<file path="src/dncr_pkg.sv">
package dncr_pkg;

  localparam int DEF_RANDOM_BYTES = 32;

  localparam logic [3:0] HEADER_LEN = 4'd12;
  localparam logic [3:0] QDCOUNT_HI = 4'd4;
  localparam logic [3:0] QDCOUNT_LO = 4'd5;
  localparam logic [7:0] MAX_LABEL  = 8'd63;
  localparam logic [2:0] TAIL_NEED  = 3'd4;
  localparam logic [7:0] CASE_DIFF  = 8'd32;

  localparam logic [7:0] UPPER_A = 8'h41;
  localparam logic [7:0] UPPER_Z = 8'h5a;
  localparam logic [7:0] LOWER_A = 8'h61;
  localparam logic [7:0] LOWER_Z = 8'h7a;

  typedef enum logic [2:0] {
    PH_HEADER,
    PH_LENGTH,
    PH_LABEL,
    PH_TAIL,
    PH_ERROR
  } phase_t;

  typedef struct packed {
    logic load;
    logic load_last;
    logic take;
    logic pkt_end;
  } rnd_ctl_t;

endpackage

</file>
<file path="src/dncr_rand_store.sv">
module dncr_rand_store
  import dncr_pkg::*;
#(
  parameter int RANDOM_BYTES = DEF_RANDOM_BYTES
) (
  input  logic       clk,
  input  logic       rst_n,
  input  rnd_ctl_t   ctl,
  input  logic [7:0] wr_data,
  output logic       rnd_bit,
  output logic       exhausted
);

  localparam int AW = (RANDOM_BYTES > 1) ? $clog2(RANDOM_BYTES) : 1;
  localparam int BW = $clog2(RANDOM_BYTES * 8 + 1);
  localparam int IW = BW - 3;
  localparam logic [BW-1:0] BITS_TOTAL = BW'(RANDOM_BYTES * 8);
  localparam logic [IW:0]   RB_I       = (IW + 1)'(RANDOM_BYTES);
  localparam logic [AW:0]   RB_A       = (AW + 1)'(RANDOM_BYTES);

  logic [7:0] mem [RANDOM_BYTES];

  logic [BW-1:0] bits_used_r, bits_used_nxt;
  logic [AW-1:0] load_ptr_r, load_ptr_nxt;
  logic          byp_r, byp_nxt;
  logic [7:0]    byp_data_r;
  logic [7:0]    rd_r;
  logic [7:0]    cur_r, cur_nxt;
  logic [7:0]    zero_r, zero_nxt;

  logic [IW-1:0] idx, idx_nxt;
  logic [IW:0]   ahead_idx;
  logic [AW-1:0] rd_addr;
  logic [AW:0]   ptr_inc;
  logic [7:0]    ahead;

  assign idx       = bits_used_r[BW-1:3];
  assign idx_nxt   = bits_used_nxt[BW-1:3];
  assign ahead_idx = {1'b0, idx_nxt} + 1'b1;
  assign rd_addr   = (ahead_idx < RB_I) ? ahead_idx[AW-1:0] : '0;
  assign ahead     = byp_r ? byp_data_r : rd_r;
  assign ptr_inc   = {1'b0, load_ptr_r} + 1'b1;

  assign rnd_bit   = cur_r[bits_used_r[2:0]];
  assign exhausted = (bits_used_r >= BITS_TOTAL);

  always_comb begin
    bits_used_nxt = bits_used_r;
    if (ctl.pkt_end) begin
      bits_used_nxt = '0;
    end else if (ctl.take) begin
      bits_used_nxt = bits_used_r + 1'b1;
    end

    load_ptr_nxt = load_ptr_r;
    if (ctl.pkt_end) begin
      load_ptr_nxt = '0;
    end else if (ctl.load) begin
      if (ctl.load_last || ptr_inc >= RB_A) begin
        load_ptr_nxt = '0;
      end else begin
        load_ptr_nxt = ptr_inc[AW-1:0];
      end
    end

    byp_nxt = ctl.load && (load_ptr_r == rd_addr);

    zero_nxt = zero_r;
    if (ctl.load && load_ptr_r == '0) begin
      zero_nxt = wr_data;
    end

    cur_nxt = cur_r;
    if (ctl.load && idx == IW'(load_ptr_r)) begin
      cur_nxt = wr_data;
    end else if (idx_nxt != idx) begin
      cur_nxt = ctl.pkt_end ? zero_r : ahead;
    end
  end

  always_ff @(posedge clk) begin
    if (!rst_n) begin
      bits_used_r <= '0;
      load_ptr_r  <= '0;
      byp_r       <= 1'b0;
    end else begin
      bits_used_r <= bits_used_nxt;
      load_ptr_r  <= load_ptr_nxt;
      byp_r       <= byp_nxt;
    end
  end

  always_ff @(posedge clk) begin
    byp_data_r <= wr_data;
    cur_r      <= cur_nxt;
    zero_r     <= zero_nxt;
  end

  always_ff @(posedge clk) begin
    if (ctl.load) begin
      mem[load_ptr_r] <= wr_data;
    end
    rd_r <= mem[rd_addr];
  end

endmodule

</file>
<file path="src/dncr_parser.sv">
module dncr_parser
  import dncr_pkg::*;
(
  input  logic       clk,
  input  logic       rst_n,
  input  logic       step,
  input  logic [7:0] data_byte,
  input  logic       last_byte,
  input  logic       rnd_bit,
  input  logic       exhausted,
  output logic       take,
  output logic [7:0] res_byte,
  output logic       res_status
);

  phase_t     phase_r, phase_nxt;
  logic [3:0] hdr_cnt_r, hdr_cnt_nxt;
  logic [7:0] cnt_hi_r, cnt_hi_nxt;
  logic [5:0] label_left_r, label_left_nxt;
  logic [2:0] tail_cnt_r, tail_cnt_nxt;

  logic [7:0] low;
  logic       is_letter;
  logic [3:0] hdr_inc;
  logic [5:0] label_dec;

  assign low       = (data_byte >= UPPER_A && data_byte <= UPPER_Z) ?
                     data_byte + CASE_DIFF : data_byte;
  assign is_letter = (low >= LOWER_A && low <= LOWER_Z);
  assign hdr_inc   = hdr_cnt_r + 1'b1;
  assign label_dec = label_left_r - 1'b1;

  always_comb begin
    phase_nxt      = phase_r;
    hdr_cnt_nxt    = hdr_cnt_r;
    cnt_hi_nxt     = cnt_hi_r;
    label_left_nxt = label_left_r;
    tail_cnt_nxt   = tail_cnt_r;
    res_byte       = data_byte;
    take           = 1'b0;

    case (phase_r)
      PH_HEADER: begin
        if (hdr_cnt_r == QDCOUNT_HI) begin
          cnt_hi_nxt = data_byte;
        end
        if (hdr_cnt_r == QDCOUNT_LO && !(cnt_hi_r == 8'd0 && data_byte == 8'd1)) begin
          phase_nxt = PH_ERROR;
        end else begin
          hdr_cnt_nxt = hdr_inc;
          if (hdr_inc >= HEADER_LEN) begin
            phase_nxt = PH_LENGTH;
          end
        end
      end
      PH_LENGTH: begin
        if (data_byte == 8'd0) begin
          phase_nxt    = PH_TAIL;
          tail_cnt_nxt = '0;
        end else if (data_byte > MAX_LABEL) begin
          phase_nxt = PH_ERROR;
        end else begin
          label_left_nxt = data_byte[5:0];
          phase_nxt      = PH_LABEL;
        end
      end
      PH_LABEL: begin
        if (is_letter && exhausted) begin
          phase_nxt = PH_ERROR;
        end else begin
          if (is_letter) begin
            take     = step;
            res_byte = rnd_bit ? low - CASE_DIFF : low;
          end
          label_left_nxt = label_dec;
          if (label_dec == '0) begin
            phase_nxt = PH_LENGTH;
          end
        end
      end
      PH_TAIL: begin
        if (tail_cnt_r < TAIL_NEED) begin
          tail_cnt_nxt = tail_cnt_r + 1'b1;
        end
      end
      default: begin
      end
    endcase

    res_status = last_byte && !(phase_nxt == PH_TAIL && tail_cnt_nxt >= TAIL_NEED);
  end

  always_ff @(posedge clk) begin
    if (!rst_n) begin
      phase_r      <= PH_HEADER;
      hdr_cnt_r    <= '0;
      cnt_hi_r     <= '0;
      label_left_r <= '0;
      tail_cnt_r   <= '0;
    end else if (step) begin
      if (last_byte) begin
        phase_r      <= PH_HEADER;
        hdr_cnt_r    <= '0;
        cnt_hi_r     <= '0;
        label_left_r <= '0;
        tail_cnt_r   <= '0;
      end else begin
        phase_r      <= phase_nxt;
        hdr_cnt_r    <= hdr_cnt_nxt;
        cnt_hi_r     <= cnt_hi_nxt;
        label_left_r <= label_left_nxt;
        tail_cnt_r   <= tail_cnt_nxt;
      end
    end
  end

endmodule

</file>
<file path="src/dns_name_case_randomizer.sv">
// channel | direction | handshake            | payload
// in      | input     | in_valid / in_stall  | in_mode, in_data_byte, in_last_byte
// out     | output    | out_valid / out_stall| out_byte, out_last, out_status
//
// One item per cycle unless out_stall holds a packet item: an item goes from the
// input register via the parser to the result register; store loads yield no item.
// The random store keeps its next entry prefetched, so letters recase back to back.
// Reset (rst_n low, synchronous) clears parser state and both handshake registers;
// store contents stay undefined until loaded.
// out_stall holds a packet item in the input register; store loads still drain.
module dns_name_case_randomizer
  import dncr_pkg::*;
#(
  parameter int RANDOM_BYTES = DEF_RANDOM_BYTES
) (
  input  logic       clk,
  input  logic       rst_n,
  input  logic       in_valid,
  output logic       in_stall,
  input  logic       in_mode,
  input  logic [7:0] in_data_byte,
  input  logic       in_last_byte,
  output logic       out_valid,
  input  logic       out_stall,
  output logic [7:0] out_byte,
  output logic       out_last,
  output logic       out_status
);

  logic       in_v_r, in_v_nxt;
  logic       mode_r;
  logic [7:0] data_r;
  logic       last_r;

  logic       out_v_r, out_v_nxt;
  logic [7:0] out_byte_r;
  logic       out_last_r;
  logic       out_status_r;

  logic       adv;
  logic       step;
  logic       in_acc;
  logic       take;
  logic       rnd_bit;
  logic       exhausted;
  logic [7:0] res_byte;
  logic       res_status;
  rnd_ctl_t   ctl;

  assign adv      = in_v_r && (!mode_r || !out_v_r || !out_stall);
  assign step     = adv && mode_r;
  assign in_stall = in_v_r && !adv;
  assign in_acc   = in_valid && !in_stall;

  assign ctl.load      = adv && !mode_r;
  assign ctl.load_last = last_r;
  assign ctl.take      = take;
  assign ctl.pkt_end   = step && last_r;

  dncr_rand_store #(
    .RANDOM_BYTES(RANDOM_BYTES)
  ) u_store (
    .clk       (clk),
    .rst_n     (rst_n),
    .ctl       (ctl),
    .wr_data   (data_r),
    .rnd_bit   (rnd_bit),
    .exhausted (exhausted)
  );

  dncr_parser u_parser (
    .clk        (clk),
    .rst_n      (rst_n),
    .step       (step),
    .data_byte  (data_r),
    .last_byte  (last_r),
    .rnd_bit    (rnd_bit),
    .exhausted  (exhausted),
    .take       (take),
    .res_byte   (res_byte),
    .res_status (res_status)
  );

  always_comb begin
    in_v_nxt = in_v_r;
    if (in_acc) begin
      in_v_nxt = 1'b1;
    end else if (adv) begin
      in_v_nxt = 1'b0;
    end

    out_v_nxt = out_v_r;
    if (step) begin
      out_v_nxt = 1'b1;
    end else if (out_v_r && !out_stall) begin
      out_v_nxt = 1'b0;
    end
  end

  always_ff @(posedge clk) begin
    if (!rst_n) begin
      in_v_r  <= 1'b0;
      out_v_r <= 1'b0;
    end else begin
      in_v_r  <= in_v_nxt;
      out_v_r <= out_v_nxt;
    end
  end

  always_ff @(posedge clk) begin
    if (in_acc) begin
      mode_r <= in_mode;
      data_r <= in_data_byte;
      last_r <= in_last_byte;
    end
    if (step) begin
      out_byte_r   <= res_byte;
      out_last_r   <= last_r;
      out_status_r <= res_status;
    end
  end

  assign out_valid  = out_v_r;
  assign out_byte   = out_byte_r;
  assign out_last   = out_last_r;
  assign out_status = out_status_r;

endmodule

</file>
<file path="config.mk">
export PLATFORM = sky130hd
export DESIGN_NAME = dns_name_case_randomizer
export DESIGN_NICKNAME = d
export VERILOG_FILES = /design/src/dncr_pkg.sv /design/src/dncr_rand_store.sv /design/src/dncr_parser.sv /design/src/dns_name_case_randomizer.sv
export SDC_FILE = /design/constraint.sdc
export NUM_CORES = 1
export LEC_CHECK = 0
export BUFFER_PORTS_ARGS = -buffer_cell sky130_fd_sc_hd__buf_2
export CAP_MARGIN = 20
export CORE_ASPECT_RATIO = 1.25
export CORE_MARGIN = 4
export CORE_UTILIZATION = 35
export DETAILED_ROUTE_END_ITERATION = 10
export PLACE_DENSITY = 0.57
export SYNTH_ARGS = -nofsm -noshare
export SYNTH_HDL_FRONTEND = slang
export SYNTH_SLANG_ARGS = --single-unit
</file>
<file path="constraint.sdc">
create_clock -name clk -period 15.8 [get_ports clk]
set_clock_uncertainty 0.1 [all_clocks]
set_input_delay 0.79 -clock clk [delete_from_list [all_inputs] [get_ports clk]]
set_output_delay 0.79 -clock clk [all_outputs]
set_load 0.02 [all_outputs]
</file>
## After elaboration in Yosys (flattened, before gate mapping)

Memories as Yosys holds them, arrays and structs flattened. A register that Yosys moved wholly into a read port is not among the register bits.
Index checks and enable logic that the tools add are counted.

| word-level totals | value |
|---|---|
| register bits after elaboration | 85 |
| memory bits (writable) | 256 |
| input bits | 14 |
| output and inout bits | 12 |
| logic and storage cells | 145 |
| memories | 1 |

| operators by class | value |
|---|---|
| $add $sub $neg | 8 |
| $lt $le $gt $ge | 12 |
| equal/unequal tests | 14 |
| muxes and demuxes | 47 |
| bitwise gates (word level) | 1 |
| reductions and logical operators | 42 |

Memory list:

| name | words | bits a word | read ports | clocked after memory_dff | wr ports | line | RTL |
|---|---|---|---|---|---|---|---|
| u_store.mem | 32 | 8 | 1 | 1 | 1 | dncr_rand_store.sv:21 | `logic [7:0] mem [RANDOM_BYTES];` |

Operators by type and width:

| operator | number |
|---|---|
| $mux W8 | 12 |
| $mux W3 | 10 |
| $mux W6 | 4 |
| $mux W9 | 2 |
| $logic_and A1 B1 Y1 | 17 |
| $ge A8 B7 Y1 const B | 2 |
| $le A8 B7 Y1 const B | 2 |
| $logic_not A8 Y1 | 2 |
| $mux W4 | 3 |
| $pmux W6 S2 | 1 |
| $mux W1 | 10 |
| $mux W5 | 2 |
| $reduce_bool A2 Y1 | 5 |
| $add A9 B1 Y9 const B | 1 |
| $eq A3 B2 Y1 const B | 3 |
| $ge A9 B9 Y1 const B | 1 |
| $ne A3 B3 Y1 const B | 3 |
| $pmux W3 S3 | 1 |
| $add A8 B6 Y8 const B | 1 |
| $eq A4 B3 Y1 const B | 2 |
| $eq A8 B1 Y1 const B | 1 |
| $gt A8 B6 Y1 const B | 1 |
| $sub A8 B6 Y8 const B | 1 |
| $add A6 B1 Y7 const B | 1 |
| other kinds (27) | 36 |

## Depth between registers and ports, before layout

| depth | value |
|---|---|
| word-level depth | 15 |
| mapped depth | 21 |
| depth with buffers taken out | 16 |

## By module

A second synthesis with hierarchy kept.

| unflattened totals | value |
|---|---|
| cells, all modules | 1161 |
| area total of the unflattened synthesis | 14999.4 um^2 |

By module, submodules not included:

| module | times used | cells each | area each (um^2) | seq. area each (um^2) |
|---|---|---|---|---|
| dncr_rand_store | 1 | 904 | 12513.3 | 8788.4 |
| dncr_parser | 1 | 226 | 1784.2 | 480.5 |
| dns_name_case_randomizer | 1 | 31 | 701.9 | 640.6 |

## Worst setup path after synthesis

No wires, ideal clock.

| timing | value |
|---|---|
| path kind | register to register |
| from | register data_r[5] |
| to | register u_store.rd_r[6], read port of u_store.mem |
| library setup time | 0.122 ns |
| arrival time | 5.011 ns |
| data required time | 15.578 ns |
| slack | 10.568 ns |
| stages on the path, launching flop included | 21 |
| buffers on the path | 6 |
| clock period less this slack | 5.232 ns |
| cell sequence | edfxtp_1 -> clkbuf_1 -> inv_1 -> ha_1 -> nor3b_1 -> o211ai_2 -> a211o_1 -> or3_1 -> a21o_1 -> buf_2 -> inv_1 -> buf_2 -> buf_2 -> ha_1 -> clkbuf_1 -> clkbuf_1 -> o211ai_1 -> o32ai_1 -> a21oi_1 -> o21ai_0 -> a21boi_1 |

| between the ends | value |
|---|---|
| word-level cells in the longest chain between the ends | 13 |
| elaborated cells between the ends (all ways) | 17 |
| classes of those cells | 2 x add/sub; 5 x order compare; 7 x mux; 3 x reduce/logical |

RTL lines:

| element | line | RTL |
|---|---|---|
| start, declared | dns_name_case_randomizer.sv:32 | `logic [7:0] data_r;` |
| start signal, assigned | dns_name_case_randomizer.sv:113 | `data_r <= in_data_byte;` |
| $ge A8 B7 Y1 / $le A8 B7 Y1 (equally long branches) | dncr_parser.sv:27 | `assign low = (data_byte >= UPPER_A && data_byte <= UPPER_Z) ?` |
| $logic_and A1 B1 Y1 | dncr_parser.sv:27 |  |
| $mux W8 (*) | dncr_parser.sv:27 |  |
| $ge A8 B7 Y1 / $le A8 B7 Y1 (equally long branches) | dncr_parser.sv:29 | `assign is_letter = (low >= LOWER_A && low <= LOWER_Z);` |
| $logic_and A1 B1 Y1 (*) | dncr_parser.sv:29 |  |
| $mux W1 / $logic_and A1 B1 Y1 (equally long branches) | dncr_parser.sv:71, dncr_parser.sv:68 |  |
| $mux W1 (*) | dncr_parser.sv:68 | `if (is_letter && exhausted) begin` |
| $mux W1 (*) | dncr_parser.sv:42 | `case (phase_r)` |
| $mux W9 (*) | dncr_rand_store.sv:51 | `end else if (ctl.take) begin` |
| $mux W9 (*) | dncr_rand_store.sv:49 | `if (ctl.pkt_end) begin` |
| named net u_store.bits_used_nxt[3] | dncr_rand_store.sv:23 | `logic [BW-1:0] bits_used_r, bits_used_nxt;` |
| $add A6 B1 Y7 (*) | dncr_rand_store.sv:39 | `assign ahead_idx = {1'b0, idx_nxt} + 1'b1;` |
| $lt A7 B6 Y1 | dncr_rand_store.sv:40 | `assign rd_addr = (ahead_idx < RB_I) ? ahead_idx[AW-1:0] : '0;` |
| $mux W5 (*) | dncr_rand_store.sv:40 |  |
| end, declared | dncr_rand_store.sv:27 | `logic [7:0] rd_r;` |

Mark *: on every way through the listed nets, which the timed path passes. The rest lies on a longest branch.
A chain may end at the register's enable or synchronous reset.

## Worst setup path in the final report

| timing | value |
|---|---|
| from | register data_r[5] |
| to | register u_store.rd_r[1], read port of u_store.mem |

| between the ends | value |
|---|---|
| word-level cells in the longest chain between the ends | 13 |
| elaborated cells between the ends (all ways) | 17 |
| classes of those cells | 2 x add/sub; 5 x order compare; 7 x mux; 3 x reduce/logical |

RTL lines:

| element | line |
|---|---|
| $ge A8 B7 Y1 / $le A8 B7 Y1 (equally long branches) | dncr_parser.sv:27 |
| $logic_and A1 B1 Y1 | dncr_parser.sv:27 |
| $mux W8 (*) | dncr_parser.sv:27 |
| $ge A8 B7 Y1 / $le A8 B7 Y1 (equally long branches) | dncr_parser.sv:29 |
| $logic_and A1 B1 Y1 (*) | dncr_parser.sv:29 |
| $mux W1 / $logic_and A1 B1 Y1 (equally long branches) | dncr_parser.sv:71, dncr_parser.sv:68 |
| $mux W1 (*) | dncr_parser.sv:68 |
| $mux W1 (*) | dncr_parser.sv:42 |
| $mux W9 (*) | dncr_rand_store.sv:51 |
| $mux W9 (*) | dncr_rand_store.sv:49 |
| $add A6 B1 Y7 (*) | dncr_rand_store.sv:39 |
| $lt A7 B6 Y1 | dncr_rand_store.sv:40 |
| $mux W5 (*) | dncr_rand_store.sv:40 |

Every way passes the cells marked *; elsewhere a longest branch is shown, timed or not.

==> run_results.csv <==
group,metric,value,unit
outcome,status,"finished clean",
placed_design,gp_congestion,0.857,
worst_setup_path,crit_type,"reg -> reg",
sta,period_share,36.0,%
clock_tree,clockBufferDepth,3,
synthesis,synth_cell_types,77,
synthesis,netlist_area,15000,um2
synthesis,yosys-top-cells-count,"edfxtp_1, nand2_1, nor2_1",
die,num_rows,84,
min_path,hp-class,"in -> reg",
synthesis,syn_inst,1206,
sta,setup_tns,0,ns
synthesis,synth_compound_area_share,13.0,%
power_and_ir_drop,p_per_area,110,nW/um2
clock_tree,cts.sinks,349,
run,drv_cap,0,
sta,slew_violations,0,
clock_tree,clockRootBuffer,"clkbuf_16",
synthesis,ys_ff_latch,349,
placed_design,hpwl,24700,um
synthesis,yosysMostFrequentCell,"edfxtp_1",
synthesis,muxShareOfSynthArea,3.64,%
routing,dr.pass1.iters,5,
layout,final_area,16800,um2
layout,stdcell_count,1800,
layout,layout.nets,1245,
synthesis,postSynthAreaPerCell,12.5,um2
clock_tree,post-cts-setup-buffer-count,0,
routing,route.vias.total,9665,
worst_setup_path,worstPathArrival,5.97,ns
synthesis,yosysWarnings,0,
synthesis,synth-adder-area-share,1.25,%
worst_setup_path,crit_chain,"inv_1 > ha_1 > nor3b_1 > o211ai_2 > a211o_1 > o21ai_0 > a21o_1 > buf_4 > inv_1 > ha_1 > a2111oi_4 > o21a_2 > a21oi_1 > o311ai_0 > o211ai_1 > a21boi_1",
clock_tree,htreeDepth,2,
min_path,worstHoldEndpoint,"last_r$_DFFE_PP_",
sta,worst_pin_slew,1.08,ns
min_path,whs_path_depth,1,
clock_tree,clk_pin_slew,0.06,ns
grt,grt_pass1_wl,59900,um
placed_design,place_ws,10.10,ns
synthesis,synth_edf_count,292,
worst_setup_path,start_kind,"flip-flop",
grt,grt_pass1_vias,9577,
power_and_ir_drop,peakVddDrop,0.0668,mV
die,die_h,240,um
synthesis,synth-xor-area-share,1.40,%
clock_tree,clk_latency,0.53,ns
sta,rsz0062_at_grt,"no",
sta,maxSlewHeadroom,27.7,%
sta,fmax,176,MHz
power_and_ir_drop,p_leak,5.48,nW
min_path,hp-start,"in_last_byte",
routing,wl_per_cell,21.7,um
sta,setup_viol,0,
synthesis,synth_simple_gate_area_share,12.4,%
worst_setup_path,cp_max_fo,36,
layout,num_antenna_cells,0,
die,design.portCount,26,
synthesis,synth_nets,1235,
synthesis,ys.flop_type,"edfxtp_1",
placed_design,place_area,15700,um2
clock_tree,hold_buffers,0,
worst_setup_path,reg2reg_depth,16,
placed_design,dp_cells,1738,
layout,drive_above_1_share,9.99,%
clock_tree,cts_resized,0,
worst_setup_path,reg2reg_from,"data_r[5]$_DFFE_PP_",
routing,drtAntennaViolNets,0,
clock_tree,cts_made_buffers,34,
routing,drtIter0Drc,944,
routing,drcViolationCount,0,
worst_setup_path,cp_slowest_cell,"o311ai_0",
sta,final_hold_viol_count,0,
die,dieArea,46400,um2
placed_design,io_buffers,25,
die,die_w,193,um
worst_setup_path,worstReg2RegEnd,"u_store.rd_r[1]$_DFF_P_",
grt,grt_max_degree,48,
sta,hold_ws,0.334,ns
routing,viasPerCell,5.37,
grt,grt_remaining_overflow,0,
worst_setup_path,cp-end-kind,"flip-flop",
die,coreArea,42300,um2
worst_setup_path,cpPeakStageDelay,0.72,ns
worst_setup_path,crit_buf_inv,3,
synthesis,synth_top_area_share,58.3,%
grt,grt_util_all_layers,16.5,%
worst_setup_path,required,16.08,ns
synthesis,seq_area_frac_synth,65.9,%
worst_setup_path,ff2ff_setup_slack,10.12,ns
synthesis,post-synth-top-area-cell,"edfxtp_1",
synthesis,async_reset_ff_share,0,%
layout,syn_to_final_growth,11.7,%
sta,period_minus_slack,5.68,ns
clock_tree,cts_tree,"built",
synthesis,synth_top_family_by_area,"compound AO/OA/AOI/OAI gates",
routing,wl,39000,um
synthesis,netlist_top_cells_area,"edfxtp_1, dfxtp_1, nand2_1",
grt,grt_antenna_before_repair,0,
worst_setup_path,crit_family,"compound AO/OA/AOI/OAI gates",
sta,worst_slack,10.12,ns
die,start_util,35.6,%
worst max path at each step:
stage | start | endpoint | slack (ns) | cells past startpoint
2_1_floorplan | data_r[5]$_DFFE_PP_ | u_store.rd_r[6]$_DFF_P_ | 10.57 | 20
3_3_place_gp | data_r[5]$_DFFE_PP_ | u_store.rd_r[1]$_DFF_P_ | 10.19 | 16
3_5_place_dp | data_r[5]$_DFFE_PP_ | u_store.rd_r[1]$_DFF_P_ | 10.10 | 16
4_1_cts | data_r[5]$_DFFE_PP_ | u_store.rd_r[1]$_DFF_P_ | 10.09 | 16
5_1_grt | data_r[5]$_DFFE_PP_ | u_store.rd_r[1]$_DFF_P_ | 9.71 | 16
6_report | data_r[5]$_DFFE_PP_ | u_store.rd_r[1]$_DFF_P_ | 10.12 | 16
cells in the final DEF, fill, tap and decap left out, drive strengths merged, types with 5 or more instances in the layout:
cell    count
a32oi      18
inv        15
nor2      109
o21a        7
ha         15
clkinv      9
a31oi      11
a21oi      73
a32o        8
o32ai       9
o211ai     12
clkbuf     50
o21ai      54
xnor2      17
buf        44
dfxtp      57
a211oi      5
nand3      10
a221o       7
nand4       5
nor2b      25
mux2i      48
edfxtp    292
a22oi      11
nand2b      7
o311ai     10
a21boi     17
or3        20
and2        9
a211o      11
nor4        6
nand2     164
nor3       27
xor2        7
report_power, final:
| group | switching, mW | total, mW | internal (mW) |
|---|---|---|---|
| clock | 0.341 | 0.794 | 0.453 |
| sequential | 0.00422 | 1.01 | 1.00 |
| combinational | 0.0328 | 0.0435 | 0.0108 |
| total | 0.378 | 1.84 | 1.47 |
cells by family (layout without fill, tap and decap cells):
family | Yosys count | in the layout
buf+inv | 84 | 119
xor+xnor | 24 | 24
mux | 52 | 52
compound gates | 277 | 277
simple gates | 405 | 405
fa+ha+maj | 15 | 15
flops | 349 | 349
layout make-up:
type	instances	area [um2]
Tap cell	559	699
Multi-Input combinational cell	773	4790
Inverter	14	52.6
Fill cell	4003	25500
Timing Repair Buffer	44	280
Clock inverter	11	73.8
Sequential cell	349	9910
Clock buffer	50	995
registers in the layout (all words and copies together) (netlist names):
signal                 flops
u_parser.cnt_hi_r          8
out_status                 1
data_r                     8
u_store.byp_data_r         8
u_parser.phase_r           3
out_byte                   8
out_valid                  1
u_store.load_ptr_r         5
u_store.mem              256
u_parser.label_left_r      6
last_r                     1
u_parser.hdr_cnt_r         4
u_store.zero_r             8
out_last                   1
u_parser.tail_cnt_r        3
u_store.byp_r              1
u_store.bits_used_r        9
u_store.rd_r               8
mode_r                     1
in_v_r                     1
u_store.cur_r              8
layer usage:
metal | part of all wire (%) | GRT usage (%) | wire length (um) | vias to the layer above
met5 | 0 | 0 | 0 | -
met4 | 2.3 | 4.68 | 884 | 0
met3 | 5.0 | 2.22 | 1940 | 50
met2 | 51 | 29.7 | 20000 | 276
met1 | 41 | 21.0 | 16200 | 4789
li1 | - | - | - | 4550
metrics by stage:
stage / utilization (%) / power (mW)
after floorplan: - / 1.05
after global placement: 37.2 / 1.07
after detailed placement: 37.2 / 1.07
after CTS: 39.7 / 1.86
after global routing: 39.8 / 1.90
final: 39.8 / 1.84
(Power assumes the default switching activity.)
